===== src/rtl/rcd_pkg.sv =====
// Shared types and codes for the restricted circular deque.
// No dependencies; used by the top level and its checker.
package rcd_pkg;

   typedef enum logic [1:0] {
      ST_DONE      = 2'd0,
      ST_OVERFLOW  = 2'd1,
      ST_UNDERFLOW = 2'd2
   } status_type;

   typedef enum logic {
      OP_PUSH = 1'b0,
      OP_POP  = 1'b1
   } op_type;

   typedef enum logic {
      SIDE_LEFT  = 1'b0,
      SIDE_RIGHT = 1'b1
   } side_type;

   typedef enum logic {
      MODE_IN_RESTRICTED  = 1'b0,
      MODE_OUT_RESTRICTED = 1'b1
   } mode_type;

   // register indexes on the csr port
   localparam logic CSR_MODE = 1'b0;
   localparam logic CSR_SIDE = 1'b1;

endpackage


===== src/rtl/restricted_circular_deque.sv =====
// Restricted double-ended queue over a circular store of DEPTH 32-bit entries.
// One item (push or pop) is taken per cycle while req_stall is low; each gives
// one result, held first in the synchronous store read and pending registers and
// then in the output register. Pointers and the empty flag sit in flops and update
// at acceptance, so back-to-back items see each other's effect. The mode register
// (CSR_MODE) picks whether pushes (0) or pops (1) are tied to the side register
// (CSR_SIDE). csr writes are always taken (csr_ready is high).
// Depends on rcd_pkg.
module restricted_circular_deque #(
   parameter int unsigned DEPTH = 16
) (
   input  logic                clock,
   input  logic                reset,
   // item channel
   input  logic                req_valid,
   output logic                req_stall,
   input  logic                req_op,
   input  logic signed [31:0]  req_push_value,
   input  logic                req_free_side,
   // result channel
   output logic                rsp_valid,
   input  logic                rsp_stall,
   output logic [1:0]          rsp_status,
   output logic signed [31:0]  rsp_popped_value,
   // configuration
   input  logic                csr_valid,
   output logic                csr_ready,
   input  logic                csr_index,
   input  logic                csr_wdata
);

   localparam int unsigned PtrW = $clog2(DEPTH);
   localparam logic [PtrW-1:0] LastIdx = PtrW'(DEPTH - 1);

   function automatic logic [PtrW-1:0] wrap_up(input logic [PtrW-1:0] p);
      return (p == LastIdx) ? '0 : p + 1'b1;
   endfunction

   function automatic logic [PtrW-1:0] wrap_down(input logic [PtrW-1:0] p);
      return (p == '0) ? LastIdx : p - 1'b1;
   endfunction

   logic signed [31:0]  element_store_ff [DEPTH];
   logic signed [31:0]  rd_data_ff;

   logic [PtrW-1:0]     left_ff, left_in;
   logic [PtrW-1:0]     right_ff, right_in;
   logic                empty_ff, empty_in;
   logic                mode_ff, side_ff;

   logic                pend_valid_ff;
   rcd_pkg::status_type pend_status_ff, pend_status_in;
   logic                pend_ok_ff, pend_ok_in;

   logic                rsp_valid_ff;
   rcd_pkg::status_type rsp_status_ff;
   logic signed [31:0]  rsp_data_ff, rsp_data_in;

   logic                accept, out_free, full;
   logic                push_side, pop_side;
   logic                wr_en, rd_en;
   logic [PtrW-1:0]     wr_addr, rd_addr;

   assign out_free  = !rsp_valid_ff || !rsp_stall;
   assign req_stall = pend_valid_ff && !out_free;
   assign accept    = req_valid && !req_stall;
   assign csr_ready = 1'b1;

   assign push_side = (mode_ff == rcd_pkg::MODE_IN_RESTRICTED) ? side_ff : req_free_side;
   assign pop_side  = (mode_ff == rcd_pkg::MODE_IN_RESTRICTED) ? req_free_side : side_ff;
   assign full      = !empty_ff && (left_ff == wrap_up(right_ff));

   always_comb begin
      left_in        = left_ff;
      right_in       = right_ff;
      empty_in       = empty_ff;
      pend_status_in = rcd_pkg::ST_DONE;
      pend_ok_in     = 1'b0;
      wr_en          = 1'b0;
      wr_addr        = '0;
      rd_en          = 1'b0;
      rd_addr        = left_ff;
      if (accept) begin
         if (req_op == rcd_pkg::OP_PUSH) begin
            priority if (full) begin
               pend_status_in = rcd_pkg::ST_OVERFLOW;
            end else if (empty_ff) begin
               // first element always lands at entry 0
               left_in  = '0;
               right_in = '0;
               empty_in = 1'b0;
               wr_en    = 1'b1;
            end else if (push_side == rcd_pkg::SIDE_LEFT) begin
               left_in = wrap_down(left_ff);
               wr_en   = 1'b1;
               wr_addr = wrap_down(left_ff);
            end else begin
               right_in = wrap_up(right_ff);
               wr_en    = 1'b1;
               wr_addr  = wrap_up(right_ff);
            end
         end else begin
            if (empty_ff) begin
               pend_status_in = rcd_pkg::ST_UNDERFLOW;
            end else begin
               rd_en      = 1'b1;
               pend_ok_in = 1'b1;
               rd_addr    = (pop_side == rcd_pkg::SIDE_LEFT) ? left_ff : right_ff;
               priority if (left_ff == right_ff) begin
                  left_in  = '0;
                  right_in = '0;
                  empty_in = 1'b1;
               end else if (pop_side == rcd_pkg::SIDE_LEFT) begin
                  left_in = wrap_up(left_ff);
               end else begin
                  right_in = wrap_down(right_ff);
               end
            end
         end
      end
   end

   assign rsp_data_in = pend_ok_ff ? rd_data_ff : '0;

   // store: one write or one read per item, never both
   always_ff @(posedge clock) begin
      if (wr_en) begin
         element_store_ff[wr_addr] <= req_push_value;
      end
      if (rd_en) begin
         rd_data_ff <= element_store_ff[rd_addr];
      end
   end

   always_ff @(posedge clock) begin
      if (reset) begin
         left_ff       <= '0;
         right_ff      <= '0;
         empty_ff      <= 1'b1;
         mode_ff       <= rcd_pkg::MODE_IN_RESTRICTED;
         side_ff       <= rcd_pkg::SIDE_LEFT;
         pend_valid_ff <= 1'b0;
         rsp_valid_ff  <= 1'b0;
      end else begin
         left_ff  <= left_in;
         right_ff <= right_in;
         empty_ff <= empty_in;
         if (csr_valid && csr_ready) begin
            unique case (csr_index)
               rcd_pkg::CSR_MODE: mode_ff <= csr_wdata;
               rcd_pkg::CSR_SIDE: side_ff <= csr_wdata;
               default:           mode_ff <= mode_ff;
            endcase
         end
         if (accept) begin
            pend_valid_ff <= 1'b1;
         end else if (out_free) begin
            pend_valid_ff <= 1'b0;
         end
         if (out_free) begin
            rsp_valid_ff <= pend_valid_ff;
         end
      end
   end

   // payload registers
   always_ff @(posedge clock) begin
      if (accept) begin
         pend_status_ff <= pend_status_in;
         pend_ok_ff     <= pend_ok_in;
      end
      if (out_free && pend_valid_ff) begin
         rsp_status_ff <= pend_status_ff;
         rsp_data_ff   <= rsp_data_in;
      end
   end

   assign rsp_valid        = rsp_valid_ff;
   assign rsp_status       = rsp_status_ff;
   assign rsp_popped_value = rsp_data_ff;

endmodule


===== config.mk =====
export PLATFORM = sky130hd
export DESIGN_NAME = restricted_circular_deque
export DESIGN_NICKNAME = d
export VERILOG_FILES = /design/src/rtl/rcd_pkg.sv /design/src/rtl/restricted_circular_deque.sv
export SDC_FILE = /design/constraint.sdc
export NUM_CORES = 1
export LEC_CHECK = 0
export BUFFER_PORTS_ARGS = -buffer_cell sky130_fd_sc_hd__buf_2
export CAP_MARGIN = 5
export CORE_UTILIZATION = 55
export CTS_BUF_LIST = sky130_fd_sc_hd__clkbuf_4
export DETAILED_ROUTE_END_ITERATION = 8
export PLACE_DENSITY = 0.73
export SLEW_MARGIN = 20
export SYNTH_ARGS = -nofsm -noshare
export SYNTH_HDL_FRONTEND = slang
export SYNTH_SLANG_ARGS = --single-unit

===== constraint.sdc =====
create_clock -name clock -period 8.03 [get_ports clock]
set_input_delay 0.4015 -clock clock [delete_from_list [all_inputs] [get_ports clock]]
set_output_delay 0.4015 -clock clock [all_outputs]
set_load 0.05 [all_outputs]

==> results by group <==
Clocking
  – Root Buffer Master: clkbuf_4
  – Postcts setup bufs: 0
  – Clk_lat worst skew: 1.00 ns
  – Reg clk slew, reported paths: ~0.060 ns
  – CTS tree: built
  – Cts bufs inserted: 151
  – Deepest clock path buffer count: 3
  – Sink Count: 594
  – Post_cts resized: 0
  – H-tree depth reported by CTS: 4

Pwr
  – Lkg Pwr: 0.01061 uW
  – PwrDens: 226.0 nW/um2
  – Seq pwr share: 50.9%
  – Internal: 5084 uW
  – PnR Total Power: 6876 uW
  – Max IR drop VDD: 0.1759 mV
  – Sw Pwr: 1792 uW
  – Clk pwr share: 37.1%
  – Comb power frac: 12.0%
  – Switch share: 26.06%

Logic synthesis
  – Largest family of logic cells by synthesized area: compound AO/OA/AOI/OAI gates
  – Synth top area cells: edfxtp_1, mux4_2, mux2i_1, a21oi_1, nand2_1
  – Post-synth EDFFs: 581
  – Synthesized area: 26,960 um2
  – Compound-gate portion of the synthesized area: between 10% and 20%
  – Synth top area share: 64.72%
  – FF+latch count, synth: 594
  – Avg Inst Size Synth: ~13 um2
  – Sequential cell area fraction in the yosys report: about two thirds
  – Synth Instances: 2,003
  – Yosys cell types: 66
  – Multiplexer share of the synthesized area: between 10% and 20%
  – Post-Synthesis Net Count: 2,048
  – Top-count cell post-synth: edfxtp_1
  – Post-synthesis async set-or-reset flop share: 0%
  – YS warnings: 0
  – Adder-Cell Fraction of Synth Area: 0.1857%
  – Ys flop type: edfxtp_1
  – Post-synthesis xor/xnor area fraction: less than 1%
  – Cell taking the most area after synthesis: edfxtp_1
  – Simple-Gate Fraction of Synth Area: ~8.2%
  – Post-synth top cells: edfxtp_1, a21oi_1, nand2_1

Route
  – DR pass1 iterations: 5
  – First-iteration detailed-routing DRC count: 2,335
  – Via density: approximately 6.5
  – Vias: around 19,000
  – DRC violation count after routing: 0
  – WL/cell: 25.53 um
  – Routed Antenna Nets: 0
  – Routed Wire Length: about 74,000 um

Floorplanning
  – Core area: 48,050 um2
  – Die width: 223.4 um
  – Ports: roughly 80
  – Row Count: 80
  – Total Die Area: 49,900 um2
  – Initial Utilization: between 50 and 60%
  – Die Ht: 223.4 um

GRT
  – Initial antenna violation count: 4
  – Tot GR Track Use: between 30% and 40%
  – GRT Residual Overflow: 0
  – First-pass GRT wire length: 110,500 um
  – Vias in the first global route: approximately 19,000
  – Largest net degree at the start of global routing: ~170

Timing
  – Post-route minimum period: about 4.8 ns
  – Final Skew: 0.04788 ns
  – Hold slack: slightly above 0.3 ns
  – Final hold vios: 0
  – Slew HR: 20.86%
  – Final Max Slew Viols: 0
  – Ratio of final minimum period to clock period: 60.26%
  – Final setup vio count: 0
  – Fmax: 0.2067 GHz
  – Least-Margin Pin Slew: 1.183 ns
  – RSZ-0062 raised after global routing: no
  – Setup TNS: 0 ns

Place
  – Routability cong.: ~0.93
  – Placed Area: ~28,000 um2
  – HPWL after DPL: 41,500 um
  – Port buffer count: 76

Finish
  – Share of cells above drive strength 1: 21.74%
  – Layout Nets: between 2,000 and 2,500
  – Final instance area: between 30,000 and 40,000 um2
  – Layout overhead on the synthesized area: 12.89%

Setup path
  – Worst EP arrival: 5.46 ns
  – CP Launch Type: flip-flop
  – Crit Path Max Fanout: 39
  – Worst EP required: 8.65 ns
  – Critical Path End Type: flip-flop
  – Critical path class: reg -> reg

Run status
  – Status: complete, no violations

Job
  – Max-capacitance violation count: 0

Min path
  – Worst hold path type: in -> reg
[registers in the layout, indices dropped and copies added, names as in the netlist]
register          count
element_store_ff    512
rd_data_ff           32
rsp_popped_value     32
left_ff               4
right_ff              4
pend_status_ff        2
rsp_status            2
empty_ff              1
mode_ff               1
pend_ok_ff            1
pend_valid_ff         1
rsp_valid             1
side_ff               1
[worst max-delay path, cell delays in order (launching register included)]
cell and delay (ns):
dfxtp_4 0.60, buf_4 0.56, ha_1 0.39, a21boi_0 0.20
a211oi_2 0.36, nor3_1 0.14, or3_1 0.51, or4_4 0.67
nor2_4 0.55, buf_4 0.46
[cell usage in the layout, fill, tap and decap left out, types with 5 or more instances in the layout]
cell type	n
nor2_4	17
diode_2	6
nor2_1	68
o21ai_0	87
nand3_1	81
mux2_2	34
or3_1	7
inv_1	21
a211oi_1	7
a41o_1	14
buf_2	76
buf_4	34
o22ai_1	33
clkinv_1	25
mux4_2	64
a31o_1	15
a221oi_1	17
and3_1	32
xor2_1	5
clkbuf_4	217
a21oi_1	226
edfxtp_1	581
clkinv_4	7
a31oi_1	34
mux2i_1	115
a2111oi_0	14
a311oi_1	33
dfxtp_1	9
and2_1	35
nand2_1	205
dlygate4sd3_1	46
nor2b_1	17
[path summary, 6_finish.rpt]
check                                       start                 endpoint  slack, ns  depth (start not counted)
worst max register to register        right_ff[1]  element_store_ff[6][23]       3.19                          9
worst max-delay path                  right_ff[1]  element_store_ff[6][23]       3.19                          9
worst min-delay path                    csr_valid                  side_ff       0.30                          5
worst min register to register  pend_status_ff[1]            rsp_status[1]       0.44                          0
[cell families after synthesis]
logic type / Yosys count
buffers and inverters: 188
AO/OA/AOI/OAI: 510
XOR/XNOR: 8
AND/OR/NAND/NOR: 483
multiplexers: 215
other: 1
adder cells (fa/ha/maj): 4
flip-flops: 594
[routing by layer]
layer	GRT usage [%]	part of all wire, %	vias to the layer above
li1	-	-	8172
met1	41.87	40	9291
met2	44.95	46	1162
met5	0	0.015	-
met4	12.68	3.0	2
met3	8.165	11	142
[power by group through the flow]
stage / clock network (uW) / registers [uW] / logic (uW)
after floorplan: 0 / 3560 / 525
after global placement: 0 / 3560 / 765
after detailed placement: 0 / 3570 / 785
after CTS: 2590 / 3500 / 805
after global routing: 2740 / 3500 / 874
final: 2550 / 3500 / 823
[stage by stage]
step | setup WS [ns] | cells | util (%)
2_1_floorplan | 3.459 | 2003 | -
3_3_place_gp | 3.316 | 2566 | 58.15
3_5_place_dp | 3.318 | 2569 | 58.31
4_1_cts | 3.294 | 2871 | 63.22
5_1_grt | 3.054 | 2877 | 63.33
6_report | 3.191 | 2879 | 63.34
[layout make-up]
cell class / instances / area [um2]
Antenna cell: 6 / 15.01
Timing Repair Buffer: 162 / 1234
Inverter: 25 / 95.09
Fill cell: 3509 / 17620
Tap cell: 615 / 769.5
Clock inverter: 39 / 269.0
Multi-Input combinational cell: 1221 / 8697
Clock buffer: 217 / 1629
Sequential cell: 594 / 17720
[repair_timing]
| action | CTS | global route |
|---|---|---|
| endpoints found under the hold margin | 530 | 0 |
| setup endpoints to repair | 0 | 0 |
| hold buffers | 46 | 0 |
Power figures use the tool's default switching activity.
